## src/hdl/quadratic_root_solver_top_defines.svh

```systemverilog
// assertion macros shared by the solver rtl
`ifndef QUADRATIC_ROOT_SOLVER_TOP_DEFINES_SVH
`define QUADRATIC_ROOT_SOLVER_TOP_DEFINES_SVH

// same-cycle implication, checked out of reset
`define QRS_ASSERT_IMP(lbl, clk, rstn, pre, post, msg) \
  lbl: assert property (@(posedge clk) disable iff (!rstn) (pre) |-> (post)) else $error(msg);

// next-cycle implication, checked out of reset
`define QRS_ASSERT_NXT(lbl, clk, rstn, pre, post, msg) \
  lbl: assert property (@(posedge clk) disable iff (!rstn) (pre) |=> (post)) else $error(msg);

`endif

```

## src/hdl/qrs_pkg.sv

```systemverilog
// shared types and constants of the quadratic root solver
`default_nettype none
package qrs_pkg;

  localparam int APB_DW    = 32;
  localparam int ADDR_W    = 3;
  localparam int REG_IDX_W = ADDR_W - 2;
  localparam int TOL_W     = 16;

  localparam logic [REG_IDX_W-1:0] REG_ZERO_TOL = '0;

  localparam int QUEUE_DEPTH = 4;
  localparam int PTR_W       = 2;
  localparam int CNT_W       = 3;

  typedef enum logic [2:0] {
    CASE_TWO_REAL = 3'd0,
    CASE_DOUBLE   = 3'd1,
    CASE_COMPLEX  = 3'd2,
    CASE_LINEAR   = 3'd3,
    CASE_NONE     = 3'd4
  } sol_case_e;

  typedef struct packed {
    logic a_zero;
    logic b_zero;
    logic a_neg;
    logic b_neg;
    logic c_neg;
  } ctl_t;

endpackage
`default_nettype wire

```

## src/hdl/qrs_fifo.sv

```systemverilog
// small queue between front end and datapath
`default_nettype none
`include "quadratic_root_solver_top_defines.svh"
module qrs_fifo #(
  parameter int WIDTH = 8
) (
  input  logic             clk_i,
  input  logic             rst_ni,
  input  logic             push_valid_i,
  output logic             push_ready_o,
  input  logic [WIDTH-1:0] push_data_i,
  output logic             pop_valid_o,
  input  logic             pop_ready_i,
  output logic [WIDTH-1:0] pop_data_o
);
  import qrs_pkg::*;

  logic [WIDTH-1:0] mem_q [QUEUE_DEPTH];
  logic [PTR_W-1:0] wr_q, wr_d, rd_q, rd_d;
  logic [CNT_W-1:0] cnt_q, cnt_d;
  logic             push, pop;

  assign push_ready_o = cnt_q != CNT_W'(QUEUE_DEPTH);
  assign pop_valid_o  = cnt_q != '0;
  assign pop_data_o   = mem_q[rd_q];
  assign push         = push_valid_i && push_ready_o;
  assign pop          = pop_valid_o && pop_ready_i;

  always_comb begin
    wr_d  = push ? wr_q + PTR_W'(1) : wr_q;
    rd_d  = pop ? rd_q + PTR_W'(1) : rd_q;
    cnt_d = cnt_q + CNT_W'(push) - CNT_W'(pop);
  end

  always_ff @(posedge clk_i or negedge rst_ni) begin
    if (!rst_ni) begin
      wr_q  <= '0;
      rd_q  <= '0;
      cnt_q <= '0;
    end else begin
      wr_q  <= wr_d;
      rd_q  <= rd_d;
      cnt_q <= cnt_d;
    end
  end

  always_ff @(posedge clk_i) begin
    if (push) begin
      mem_q[wr_q] <= push_data_i;
    end
  end

  `QRS_ASSERT_IMP(a_fifo_cnt, clk_i, rst_ni, 1'b1, cnt_q <= CNT_W'(QUEUE_DEPTH), "fifo overfilled")
  `QRS_ASSERT_NXT(a_fifo_drain, clk_i, rst_ni, pop && !push && cnt_q == CNT_W'(1), !pop_valid_o, "fifo not empty after last pop")

endmodule
`default_nettype wire

```

## config.mk

```make
export PLATFORM = sky130hd
export DESIGN_NAME = qrs_fifo
export DESIGN_NICKNAME = d
export VERILOG_FILES = /design/src/hdl/qrs_pkg.sv /design/src/hdl/qrs_fifo.sv
export VERILOG_INCLUDE_DIRS = /design/src /design/src/hdl
export SDC_FILE = /design/constraint.sdc
export NUM_CORES = 1
export LEC_CHECK = 0
export ABC_AREA = 1
export BUFFER_PORTS_ARGS = -buffer_cell sky130_fd_sc_hd__buf_2
export CAP_MARGIN = 10
export CORE_MARGIN = 3
export CORE_UTILIZATION = 25
export DETAILED_ROUTE_END_ITERATION = 10
export PLACE_DENSITY = 0.42
export SETUP_SLACK_MARGIN = 0.3
export SYNTH_ARGS = -nofsm -noshare
export SYNTH_HDL_FRONTEND = slang
export SYNTH_SLANG_ARGS = --single-unit
```

## constraint.sdc

```tcl
create_clock -name clk_i -period 2 [get_ports clk_i]
set_input_delay 0.4 -clock clk_i [delete_from_list [all_inputs] [get_ports clk_i]]
set_output_delay 0.4 -clock clk_i [all_outputs]
set_load 0.01 [all_outputs]
```

==> impl_metrics.yaml <==
outcome:
  status: "complete, no violations"
synthesis:
  xor_xnor_portion_of_the_synthesized_cell_area_pct: 0
  synth-adder-area-share_pct: 5.52
  synth.yosys.warnings: 0
  ys_seq_elements: 39
  yosysTopAreaCell: "sky130_fd_sc_hd__edfxtp_1"
  synth-compound-area-share_pct: 4.65
  postSynthCellCount: 159
  synth_cell_types: 15
  syn-cell-area_mm2: 0.00172
  synth.area.mux_share_pct: 0
  synth_area_leaders: "sky130_fd_sc_hd__edfxtp_1 (56%), sky130_fd_sc_hd__dfrtp_1 (10%), sky130_fd_sc_hd__nand2_1 (8.9%)"
  synth_seq_area_share_pct: 65.9
  synth.avg_cell_area_um2: 10.8
  synth_largest_type_area_fraction_pct: 55.8
  synth_top_family_by_area: "simple AND/OR/NAND/NOR gates"
  synthesis.nets: 178
  synth_simple_gate_area_share_pct: 16.3
power:
  power.switching_fraction_pct: 37.2
  total_switching_power_mw: 1.28
  p_comb_share_pct: 50.2
  power.density_cell_area_mw_per_mm2: 1470
  leakage_nw: 1.01
  internal_power_mw: 2.16
  power.ir.vdd_worst_mv: 0.478
  power.share.clock_pct: 15.3
  power_frac_seq_pct: 34.5
worst_setup_path:
  critPathRequiredTime_ps: 2200
  crit_arrival_ps: 2000
  worst-r2r-setup-slack_ps: 190
  rr_endpoint: "cnt_q[1]$_DFF_PN0_"
  path_max_fanout: 4
  r2r_depth: 9
  criticalPathCategory: "register to register"
  critical_path.endpoint_type: "register"
  timing.critical_path.from_type: "register"
  critical_path.reg2reg.startpoint: "cnt_q[0]$_DFF_PN0_"
timing:
  report.final.hold_viol_count: 0
  totalNegativeSetupSlack_ps: 0
  final.setup_skew_ps: 6.97
  maxSlewHeadroom_pct: 76.9
  setup_violations: 0
  tightest_slew_ps: 347
  final.min_clock_period_ps: 1810
  fin_crit_sh_pct: 90.4
  layout_setup_ws_ps: 191
  final.hold.worst_slack_ps: 317
  maxClockFrequency_mhz: 553
  maxSlewViolCount: 0
  rsz_0062_raised_after_global_routing: "true"
die:
  placementRows: 29
  core_area_mm2: 0.00649
  initial_core_util_pct: 26.5
  total_die_area_mm2: 0.00792
  io_pins: 22
  floorplan.die.width_um: 89.0
  die_y_um: 89.0
grt:
  global_route.peak_usage_layer: "met2"
  global_route_wire_length_before_repair_um: 5560
  globalRouteMet2Util_pct: 16.6
  grt.met1_usage_pct: 11.1
  pin_count_of_the_biggest_net_entering_global_routing: 18
  grt.met3_usage_pct: 3.50
  grt_antenna_before_repair: 0
  global_route.overflow_total: 0
  first_global_vias: 1142
  grtUsageTotal_pct: 9.74
drt:
  drt-pass1-iter-count: 4
  drc: 0
  detail-route-antenna-nets: 0
  drt-vias-per-instance: 4.12
  routed_wire_length_per_instance_um: 12.0
  drtIter0Drc: 38
  total_vias_in_the_final_route: 1169
  detail_route.wirelength_um: 3420
final_layout:
  insertedDiodeCount: 0
  final_layout_size_suffix_gt1_share_pct: 41.5
  layout_commonest_cell: "sky130_fd_sc_hd__nand2_1"
  most-common-layout-cells: "sky130_fd_sc_hd__nand2_1 (39), sky130_fd_sc_hd__edfxtp_1 (32), sky130_fd_sc_hd__inv_1 (19), sky130_fd_sc_hd__buf_2 (19), sky130_fd_sc_hd__buf_4 (14)"
  nets: 225
  area_growth_from_synthesis_to_layout_pct: 36.0
  design_area_mm2: 0.00234
worst_hold_path:
  hold_path_class: "input port to register"
  hp-start: "push_data_i[5]"
  whs_endpoint: "mem_q[1][5]$_DFFE_PP_"
  min_delay_path_depth: 1
placement:
  placedInstanceArea_mm2: 0.00195
  post-place-ws_ps: 90.7
  placement.io_buffers: 21
  place_congestion: 0.668
  dp_hpwl_um: 2160
clock_tree:
  clock_tree_from_tritoncts: "done"
  worst_skew_pair_later_pin_latency_ps: 290
  post_cts_clock_slew_at_the_launch_and_capture_registers_of_the_worst_setup_and_hold_paths_ps: 80
  cts_root_buf: "sky130_fd_sc_hd__clkbuf_8"
  cts_sinks: 39
  largest_buffer_count_on_any_clock_path: 2
  cts_made_buffers: 5
  cts_htree_levels: 2
job:
  maxCapViolCount: 0
worst max path at each step:
stage	from	to	slack, ps	cells after the start
3_5_place_dp	cnt_q[0]$_DFF_PN0_	cnt_q[2]$_DFF_PN0_	90	11
6_report	cnt_q[0]$_DFF_PN0_	cnt_q[1]$_DFF_PN0_	190	9
4_1_cts	cnt_q[1]$_DFF_PN0_	cnt_q[1]$_DFF_PN0_	200	10
3_3_place_gp	cnt_q[0]$_DFF_PN0_	cnt_q[2]$_DFF_PN0_	130	11
5_1_grt	cnt_q[0]$_DFF_PN0_	cnt_q[1]$_DFF_PN0_	110	10
2_1_floorplan	cnt_q[1]$_DFF_PN0_	cnt_q[2]$_DFF_PN0_	150	11
critical path: stages, from the launching register on:
cell	delay [ps]
sky130_fd_sc_hd__dfrtp_1	400
sky130_fd_sc_hd__nor2_2	160
sky130_fd_sc_hd__nand2_2	100
sky130_fd_sc_hd__nand2_2	100
sky130_fd_sc_hd__ha_4	210
sky130_fd_sc_hd__inv_4	50
sky130_fd_sc_hd__ha_4	110
sky130_fd_sc_hd__inv_2	30
sky130_fd_sc_hd__fa_2	510
sky130_fd_sc_hd__inv_1	40
per-layer routing:
layer / share of wire, % / up-vias / wire (um)
met5: 0 / - / 0
met4: 1.7 / 0 / 57
met3: 4.1 / 6 / 140
met2: 50 / 17 / 1710
met1: 44 / 544 / 1510
li1: - / 602 / -
cell usage after synthesis, drive strengths merged:
cell     n
buf      4
dfrtp    7
edfxtp  32
fa       1
ha       6
inv     24
nand2   43
nand3    5
nor2    21
o21ai   16
power by group through the flow:
stage | Sequential, mW | Combinational [mW] | Clock [mW]
final | 1.19 | 1.73 | 0.526
after floorplan | 1.19 | 0.809 | 0
after global routing | 1.21 | 1.94 | 0.590
after global placement | 1.20 | 1.17 | 0
after CTS | 1.19 | 1.63 | 0.543
after detailed placement | 1.20 | 1.16 | 0
stage by stage:
step / util (%) / instances / total power [mW]
final: 36.1 / 284 / 3.44
after global routing: 36.1 / 284 / 3.74
after CTS: 35.0 / 282 / 3.36
after detailed placement: 30.1 / 262 / 2.36
after global placement: 30.1 / 262 / 2.37
after floorplan: - / 159 / 2.00
cell families (layout without fill, tap and decap cells):
family,after synthesis,count (layout)
flops,39,39
simple gates,69,69
fa+ha+maj,7,7
compound gates,16,16
buf+inv,28,76
flip-flops by register name, summed over array words and instances, names as in the netlist:
name,count
mem_q,32
rd_q,2
wr_q,2
cnt_q,3
final cells by class:
cell class | count | area, um^2
Clock buffer | 5 | 68.8
Timing Repair Buffer | 44 | 363
Clock inverter | 3 | 20.0
Fill cell | 675 | 4150
Inverter | 24 | 96.3
Multi-Input combinational cell | 92 | 563
Tap cell | 77 | 96.3
Sequential cell | 39 | 1140
what timing repair did:
item	in CTS	in global routing
hold endpoints to repair	7	0
hold buffers	1	0
setup endpoints to repair	10	11
buffers inserted	9	2
gates resized for setup	37	14
gates cloned	2	0
pin swaps	23	15
(Power assumes the default switching activity.)
