$ cat config.mk
export PLATFORM = sky130hd
export DESIGN_NAME = qrs_front_flat
export DESIGN_NICKNAME = d
export VERILOG_FILES = /design/src/hdl/quadratic_root_solver_top_defines.svh /design/src/hdl/qrs_pkg.sv /design/src/hdl/qrs_if.sv /design/src/hdl/qrs_front.sv /design/src/flat_wrapper.sv
export SDC_FILE = /design/constraint.sdc
export NUM_CORES = 1
export LEC_CHECK = 0
export ABC_AREA = 1
export ABC_CLOCK_PERIOD_IN_PS = 3450
export BUFFER_PORTS_ARGS = -buffer_cell sky130_fd_sc_hd__buf_2
export CORE_MARGIN = 1
export CORE_UTILIZATION = 35
export DETAILED_ROUTE_END_ITERATION = 16
export PLACE_DENSITY = 0.68
export SYNTH_ARGS = -nofsm -noshare
export SYNTH_HDL_FRONTEND = slang
export SYNTH_SLANG_ARGS = --single-unit
$ cat constraint.sdc
create_clock -name clk_i -period 3.45 [get_ports clk_i]
set_input_delay 0.69 -clock clk_i [delete_from_list [all_inputs] [get_ports clk_i]]
set_output_delay 0.69 -clock clk_i [all_outputs]
set_load 0.03 [all_outputs]
$ cat src/hdl/quadratic_root_solver_top_defines.svh
// assertion macros shared by the solver rtl
`ifndef QUADRATIC_ROOT_SOLVER_TOP_DEFINES_SVH
`define QUADRATIC_ROOT_SOLVER_TOP_DEFINES_SVH

// same-cycle implication, checked out of reset
`define QRS_ASSERT_IMP(lbl, clk, rstn, pre, post, msg) \
  lbl: assert property (@(posedge clk) disable iff (!rstn) (pre) |-> (post)) else $error(msg);

// next-cycle implication, checked out of reset
`define QRS_ASSERT_NXT(lbl, clk, rstn, pre, post, msg) \
  lbl: assert property (@(posedge clk) disable iff (!rstn) (pre) |=> (post)) else $error(msg);

`endif

$ cat src/hdl/qrs_pkg.sv
// shared types and constants of the quadratic root solver
`default_nettype none
package qrs_pkg;

  localparam int APB_DW    = 32;
  localparam int ADDR_W    = 3;
  localparam int REG_IDX_W = ADDR_W - 2;
  localparam int TOL_W     = 16;

  localparam logic [REG_IDX_W-1:0] REG_ZERO_TOL = '0;

  localparam int QUEUE_DEPTH = 4;
  localparam int PTR_W       = 2;
  localparam int CNT_W       = 3;

  typedef enum logic [2:0] {
    CASE_TWO_REAL = 3'd0,
    CASE_DOUBLE   = 3'd1,
    CASE_COMPLEX  = 3'd2,
    CASE_LINEAR   = 3'd3,
    CASE_NONE     = 3'd4
  } sol_case_e;

  typedef struct packed {
    logic a_zero;
    logic b_zero;
    logic a_neg;
    logic b_neg;
    logic c_neg;
  } ctl_t;

endpackage
`default_nettype wire

$ cat src/hdl/qrs_if.sv
// valid/ready channel interfaces for coefficients and roots
`default_nettype none
interface qrs_in_if #(parameter int DW = 32);
  logic                 valid;
  logic                 ready;
  logic signed [DW-1:0] coef_quadratic;
  logic signed [DW-1:0] coef_linear;
  logic signed [DW-1:0] coef_constant;

  modport source (output valid, output coef_quadratic, output coef_linear,
                  output coef_constant, input ready);
  modport sink   (input valid, input coef_quadratic, input coef_linear,
                  input coef_constant, output ready);
endinterface

`default_nettype wire

$ cat src/hdl/qrs_front.sv
// front end: config register, coefficient magnitudes and zero classification
`default_nettype none
module qrs_front #(
  parameter int DW = 32
) (
  input  logic                          clk_i,
  input  logic                          rst_ni,
  input  logic                          psel_i,
  input  logic                          penable_i,
  input  logic                          pwrite_i,
  input  logic [qrs_pkg::ADDR_W-1:0]    paddr_i,
  input  logic [qrs_pkg::APB_DW-1:0]    pwdata_i,
  output logic [qrs_pkg::APB_DW-1:0]    prdata_o,
  output logic                          pready_o,
  qrs_in_if.sink                        in_i,
  output logic                          push_valid_o,
  input  logic                          push_ready_i,
  output qrs_pkg::ctl_t                 ctl_o,
  output logic [DW-1:0]                 ma_o,
  output logic [DW-1:0]                 mb_o,
  output logic [DW-1:0]                 mc_o,
  output logic [qrs_pkg::TOL_W-1:0]     thr_o
);
  import qrs_pkg::*;

  logic [TOL_W-1:0] tol_q, tol_d;
  logic             reg_hit;
  logic             wr_en;

  assign pready_o = 1'b1;
  assign reg_hit  = paddr_i[ADDR_W-1:2] == REG_ZERO_TOL;
  assign wr_en    = psel_i && penable_i && pwrite_i && pready_o && reg_hit;
  assign tol_d    = wr_en ? pwdata_i[TOL_W-1:0] : tol_q;
  assign prdata_o = reg_hit ? APB_DW'(tol_q) : '0;

  always_ff @(posedge clk_i or negedge rst_ni) begin
    if (!rst_ni) begin
      tol_q <= '0;
    end else begin
      tol_q <= tol_d;
    end
  end

  // zero tolerance of zero means exact zero only
  assign thr_o = (tol_q == '0) ? TOL_W'(1) : tol_q;

  assign ma_o = in_i.coef_quadratic[DW-1] ? DW'(-in_i.coef_quadratic) : DW'(in_i.coef_quadratic);
  assign mb_o = in_i.coef_linear[DW-1]    ? DW'(-in_i.coef_linear)    : DW'(in_i.coef_linear);
  assign mc_o = in_i.coef_constant[DW-1]  ? DW'(-in_i.coef_constant)  : DW'(in_i.coef_constant);

  assign ctl_o.a_zero = ma_o < DW'(thr_o);
  assign ctl_o.b_zero = mb_o < DW'(thr_o);
  assign ctl_o.a_neg  = in_i.coef_quadratic[DW-1];
  assign ctl_o.b_neg  = in_i.coef_linear[DW-1];
  assign ctl_o.c_neg  = in_i.coef_constant[DW-1];

  assign push_valid_o = in_i.valid;
  assign in_i.ready   = push_ready_i;

endmodule
`default_nettype wire

$ cat src/flat_wrapper.sv
// flat-port wrapper written by rule: the top's interface ports become plain ports
module qrs_front_flat import qrs_pkg::*;
#(
  parameter int DW = 32
)
  (clk_i, rst_ni, psel_i, penable_i, pwrite_i, paddr_i, pwdata_i, prdata_o, pready_o, push_valid_o, push_ready_i, ctl_o, ma_o, mb_o, mc_o, thr_o, in_i_valid, in_i_coef_quadratic, in_i_coef_linear, in_i_coef_constant, in_i_ready);
  qrs_in_if #(.DW(DW)) in_i_i ();
  input  logic clk_i;
  input  logic rst_ni;
  input  logic psel_i;
  input  logic penable_i;
  input  logic pwrite_i;
  input  logic [qrs_pkg::ADDR_W-1:0] paddr_i;
  input  logic [qrs_pkg::APB_DW-1:0] pwdata_i;
  output logic [qrs_pkg::APB_DW-1:0] prdata_o;
  output logic pready_o;
  output logic push_valid_o;
  input  logic push_ready_i;
  output qrs_pkg::ctl_t ctl_o;
  output logic [DW-1:0] ma_o;
  output logic [DW-1:0] mb_o;
  output logic [DW-1:0] mc_o;
  output logic [qrs_pkg::TOL_W-1:0] thr_o;
  input wire logic [$bits(in_i_i.valid)-1:0] in_i_valid;
  input wire logic [$bits(in_i_i.coef_quadratic)-1:0] in_i_coef_quadratic;
  input wire logic [$bits(in_i_i.coef_linear)-1:0] in_i_coef_linear;
  input wire logic [$bits(in_i_i.coef_constant)-1:0] in_i_coef_constant;
  output wire logic [$bits(in_i_i.ready)-1:0] in_i_ready;
  assign in_i_i.valid = in_i_valid;
  assign in_i_i.coef_quadratic = in_i_coef_quadratic;
  assign in_i_i.coef_linear = in_i_coef_linear;
  assign in_i_i.coef_constant = in_i_coef_constant;
  assign in_i_ready = in_i_i.ready;
  qrs_front #(.DW(DW)) u_core (.clk_i(clk_i), .rst_ni(rst_ni), .psel_i(psel_i), .penable_i(penable_i), .pwrite_i(pwrite_i), .paddr_i(paddr_i), .pwdata_i(pwdata_i), .prdata_o(prdata_o), .pready_o(pready_o), .in_i(in_i_i), .push_valid_o(push_valid_o), .push_ready_i(push_ready_i), .ctl_o(ctl_o), .ma_o(ma_o), .mb_o(mb_o), .mc_o(mc_o), .thr_o(thr_o));
endmodule
==> impl_metrics.json, run 1 <==
{
  "status": "finished with violations",
  "violations": "negative setup slack",
  "start_kind": "input pin",
  "die-area_um2": 13800,
  "drive_gt1_share_pct": 40.4,
  "io_pins": 290,
  "period_needed_ns": 3.63,
  "h-tree-depth": 1,
  "synth.avg_cell_area_um2": 5.40,
  "nFillCells": 1310,
  "fin_ws_ns": -0.183,
  "routedWlPerCell_um": 12.5,
  "slowest_delay_ns": 0.27,
  "antenna_found_initial": 0,
  "final.period_utilization_pct": 105,
  "core-area_um2": 12800,
  "cellPowerDensity_nw_per_um2": 261,
  "port-buffer-count": 250,
  "synth_top_area_share_pct": 18.4,
  "ys.flop_type": "dfrtp_1",
  "gp_congestion": 0.968,
  "netlist-cell-type-count": 37,
  "area_growth_pct": 54.4,
  "hpwl_um": 14600,
  "cp_data_required_time_ns": 2.76,
  "cp.arrival_ns": 2.94,
  "async_reset_ff_share_pct": 100,
  "top_register": "u_core.tol_q",
  "rsz0062_at_grt": "yes",
  "reg_top3": "u_core.tol_q: 16 flops",
  "route.detailed.drc": 0,
  "p_leak_nw": 4.03,
  "finalClockSkew_ns": 0,
  "die_w_um": 117,
  "yosysTopAreaCell": "nand2_1",
  "grt_usage_pct": 23.4,
  "grt_first_pass_wirelength_um": 26800,
  "fmax_ghz": 0.275,
  "hold_viol": 0,
  "tightest_slew_ns": 1.17,
  "dieHeight_um": 117,
  "final_util_pct": 56.1,
  "grt_max_degree": 33,
  "placementRows": 41,
  "slew_violations": 0,
  "hp-class": "input pin to asynchronous set/reset pin",
  "num_vias": 6366,
  "final_common_cell": "buf_2",
  "first_global_vias": 5746,
  "drv_cap": 0,
  "syn_inst": 863,
  "numCtsBuffers": 3,
  "largest_reg_flops": 16,
  "start_util_pct": 36.4,
  "routed_wl_um": 17000,
  "ir_worst_vdd_uv": 238,
  "drt-pass1-iter-count": 5,
  "synth.area.top_cells": "nand2_1 18%, nor2_1 13%, dfrtp_1 8.6%, inv_1 8.5%, ha_1 8.3%",
  "critPathSlowestCell": "ha_1",
  "fin_nets": 1352,
  "cts_sinks": 16,
  "setup_viol": 1,
  "synth-seq-cells": 16,
  "relSlewSlack_pct": 21.6,
  "yosys_warnings": 0,
  "seq_area_frac_synth_pct": 8.59,
  "via_per_inst": 4.70,
  "path_max_fanout": 2,
  "drtIter0Drc": 344,
  "overflow": 0,
  "mostFrequentLayoutCells": "246 x buf_2, 216 x nand2_1, 140 x nor2_1",
  "netlist_area_um2": 4660,
  "crit_buf_inv": 4,
  "clk_pin_slew_ns": 0.05,
  "clock_latency_ns": 0.24,
  "cts_tree": "built",
  "num_antenna_cells": 0,
  "cpLargestDelayFamily": "simple AND/OR/NAND/NOR gates",
  "cts_max_path_buffers": 2,
  "cpMostUsedCell": "nand2_1",
  "cts_root_buf": "clkbuf_16",
  "tns_ns": -0.183,
  "crit_type": "input pin to output port",
  "crit_path_end_kind": "output port",
  "synth_edf_count": 0,
  "antenna_left": 0,
  "rrSetupSlack_ns": 2.56,
  "path_cells": "buf_8 -> inv_16 -> ha_4 -> nand2_2 -> nor2_4 -> nand2_2 -> nor3_2 -> nor2_2 -> xor2_2 -> ha_1 -> nand2_1 -> inv_2 -> o21ai_1 -> nand2_1 -> nor2_2 -> nand3_1 -> nor2_1 -> nand2_1 -> nor2_1 -> nand3_2 -> nor2_4 -> buf_6"
}
==> cells in the mapped netlist (all sizes together), types with 16 or more instances <==
master,instances
o21ai,22
nand2,240
xor2,38
clkbuf,23
a21oi,34
dfrtp,16
nand3,69
nor2,177
inv,112
buf,32
ha,31
==> stage by stage <==
step,instances,area (µm²),hold WS (ns),power [W],setup WS (ns)
finish,1354,7200,0.349,0.00188,-0.183
global route,1354,7200,0.377,0.00202,-0.371
CTS,1348,6990,0.360,0.00186,-0.162
detailed placement,1338,6750,0.551,0.00158,-0.464
global placement,1338,6750,0.544,0.00157,-0.466
floorplan,878,4900,0.394,0.00115,-0.172
==> cells by family after synthesis <==
group | after synthesis | share of synthesized area [%]
adders and majority gates | 31 | 8.32
and+or+nand+nor | 529 | 49.6
xor gates and xnor gates | 53 | 9.96
DFF | 16 | 8.59
AOI/OAI and AO/OA | 63 | 7.54
other | 2 | 0.161
buffers and inverters | 169 | 15.9
==> metal layers <==
layer	GRT usage, %	vias up	wire (µm)
met3	1.22	18	836
met1	28.6	2818	7060
met5	0	-	0
met2	45.0	240	8880
li1	-	3290	-
met4	4.06	0	195
==> where the power goes <==
group / internal [W] / switching, W / total [W]
clock network: 0.000176 / 0.0000701 / 0.000246
logic: 0.000467 / 0.000918 / 0.00139
registers: 0.000224 / 0.0000263 / 0.000250
total: 0.000867 / 0.00101 / 0.00188
==> worst reg2reg max path, stage by stage (launching register included) <==
cell     delay (ns)
dfrtp_1        0.44
inv_1          0.18
a21oi_1        0.10
==> final timing paths <==
path                                              from               to  cells past startpoint
max in group asynchronous                       rst_ni  u_core.tol_q[4]                      1
worst max register to register         u_core.tol_q[8]  u_core.tol_q[8]                      2
worst min register to register         u_core.tol_q[0]  u_core.tol_q[0]                      2
min in group clk_i                     u_core.tol_q[0]  u_core.tol_q[0]                      2
worst max-delay path            in_i_coef_quadratic[1]         ctl_o[4]                     22
worst min-delay path                            rst_ni  u_core.tol_q[6]                      1
==> cell type report <==
cell class                      instances  area (µm²)  share of cell area, %
Clock buffer                            4        88.8                   1.23
Tap cell                              172         215                   2.99
Multi-Input combinational cell        693        3950                   54.9
Inverter                              114         454                   6.31
Timing Repair Buffer                  355        2090                   29.0
Sequential cell                        16         400                   5.56
==> repair_timing <==
| item | CTS | global route |
|---|---|---|
| setup endpoints to repair | 2 | 2 |
| hold buffers | 0 | 0 |
| gates resized for setup | 33 | 43 |
| pin swaps | 24 | 28 |
| endpoints found under the hold margin | 0 | 0 |
| buffers inserted | 6 | 6 |
No activity file was read; power rests on OpenSTA's default activity.
==> inputs of run 2 (changes only) <==
--- a/config.mk
+++ b/config.mk
@@ -8,6 +8,7 @@
 export ABC_AREA = 1
 export ABC_CLOCK_PERIOD_IN_PS = 3450
 export BUFFER_PORTS_ARGS = -buffer_cell sky130_fd_sc_hd__buf_2
+export CORE_ASPECT_RATIO = 0.7
 export CORE_MARGIN = 1
 export CORE_UTILIZATION = 35
 export DETAILED_ROUTE_END_ITERATION = 16
==> impl_metrics.json, run 2 (same netlist as run 1, synthesis figures left out) <==
{
  "status": "finished with violations",
  "violations": "negative setup slack",
  "finalClockSkew_ns": 0,
  "cellPowerDensity_nw_per_um2": 258,
  "rsz0062_at_grt": "yes",
  "largest_reg_flops": 16,
  "tightest_slew_ns": 1.12,
  "multi_input_area_um2": 4010,
  "use_met2_pct": 39.5,
  "final.period_utilization_pct": 104,
  "fin_hold_ws_ns": 0.359,
  "p_leak_nw": 4.08,
  "routedWlPerCell_um": 13.4,
  "cts_tree": "built",
  "busiest_layer": "met2",
  "routed_wl_um": 18100,
  "num_antenna_cells": 0,
  "gp_congestion": 0.960,
  "final_common_cell": "buf_2",
  "antenna_found_initial": 0,
  "numCtsBuffers": 3,
  "total_power_w": 0.00189,
  "drv_cap": 0,
  "fin_ws_ns": -0.153,
  "pre_cts_slack_ns": -0.522,
  "final_cells": 1352,
  "grt_use_met3_pct": 2.72,
  "via_per_inst": 4.80,
  "fin_nets": 1361,
  "cts_max_path_buffers": 2,
  "io_pins": 290,
  "cts_sinks": 16,
  "nFillCells": 1249,
  "drtIter0Drc": 413,
  "path_cells": "buf_2 -> nor2_4 -> nand2_2 -> nor2_4 -> buf_4 -> buf_4 -> a21oi_1 -> xor2_1 -> buf_4 -> ha_1 -> nand3_1 -> nor2_1 -> nand3_1 -> nand3_1 -> nor2_1 -> nand3_2 -> nor2_4 -> buf_6",
  "drive_gt1_share_pct": 40.6,
  "register_area_um2": 400,
  "hold_viol": 0,
  "cts_hold_buf": 0,
  "first_global_vias": 5781,
  "hp-class": "input pin to asynchronous set/reset pin",
  "h-tree-depth": 1,
  "route.detailed.drc": 0,
  "period_needed_ns": 3.60,
  "slowest_delay_ns": 0.29,
  "die_w_um": 140,
  "crit_path_end_kind": "output port",
  "core-area_um2": 12700,
  "top_register": "u_core.tol_q",
  "cp_data_required_time_ns": 2.76,
  "area_growth_pct": 57.2,
  "fmax_ghz": 0.278,
  "hpwl_um": 15400,
  "ir_worst_vdd_uv": 208,
  "path_max_fanout": 4,
  "relSlewSlack_pct": 25.0,
  "reg_top3": "u_core.tol_q: 16 flops",
  "port-buffer-count": 250,
  "clock_latency_ns": 0.24,
  "dp.cells": 1330,
  "overflow": 0,
  "slew_violations": 0,
  "placementRows": 34,
  "use_met1_pct": 37.1,
  "num_vias": 6493,
  "antenna_left": 0,
  "clk_pin_slew_ns": 0.05,
  "start_util_pct": 36.7,
  "grt_first_pass_wirelength_um": 28000,
  "mostFrequentLayoutCells": "246 x buf_2, 219 x nand2_1, 141 x nor2_1",
  "drt-pass1-iter-count": 5,
  "die-area_um2": 13800,
  "cts_root_buf": "clkbuf_16",
  "critPathSlowestCell": "ha_1",
  "grt_max_degree": 33,
  "start_kind": "input pin",
  "tns_ns": -0.153,
  "crit_type": "input pin to output port",
  "cp.arrival_ns": 2.91,
  "setup_viol": 1,
  "grt_usage_pct": 24.9,
  "dieHeight_um": 98.6
}
run 2: through the flow:
step	utilization [%]	area, µm²
2_1_floorplan	-	4900
5_1_grt	57.6	7330
4_1_cts	55.5	7060
3_5_place_dp	53.2	6760
3_3_place_gp	53.2	6760
6_report	57.6	7330
run 2: final timing paths:
| path | slack (ns) | startpoint | to | depth (start not counted) |
|---|---|---|---|---|
| max in group asynchronous | 2.82 | rst_ni | u_core.tol_q[0] | 1 |
| setup / recovery | -0.15 | in_i_coef_quadratic[4] | ctl_o[4] | 18 |
| setup reg to reg | 2.57 | u_core.tol_q[1] | u_core.tol_q[1] | 2 |
| hold reg to reg | 0.57 | u_core.tol_q[0] | u_core.tol_q[0] | 2 |
| min in group clk_i | 0.57 | u_core.tol_q[0] | u_core.tol_q[0] | 2 |
| hold / removal | 0.36 | rst_ni | u_core.tol_q[12] | 1 |
run 2: final cells by class:
type	instances	area share (%)
clock buffers	3	1.02
inverters	114	6.25
multi-input cells	693	54.8
flip-flops and latches	16	5.46
well taps	162	2.77
repair buffers	364	29.7
run 2: power by group:
group,leakage (nW),internal (W),switching [W],total (W)
Combinational,3.88,0.000474,0.000942,0.00142
Sequential,0.170,0.000224,0.0000283,0.000252
Clock,0.0370,0.000152,0.0000709,0.000223
Total,4.08,0.000850,0.00104,0.00189
run 2: critical path: cells and delay by family:
| family | cells | cell delay (ns) |
|---|---|---|
| fa+ha+maj | 1 | 0.29 |
| simple gates | 10 | 1.08 |
| buf+inv | 5 | 0.65 |
| xor+xnor | 1 | 0.14 |
| compound gates | 1 | 0.07 |
run 2: layer usage:
layer / up-vias / wire [µm]
met5: - / 0
li1: 3305 / -
met3: 12 / 1570
met1: 2898 / 8560
met4: 0 / 167
met2: 278 / 7810
run 2: what timing repair did:
| action | in CTS | in global routing |
|---|---|---|
| pin swaps | 26 | 34 |
| buffers inserted | 10 | 10 |
| endpoints found under the setup margin | 2 | 2 |
| resized for setup | 37 | 52 |
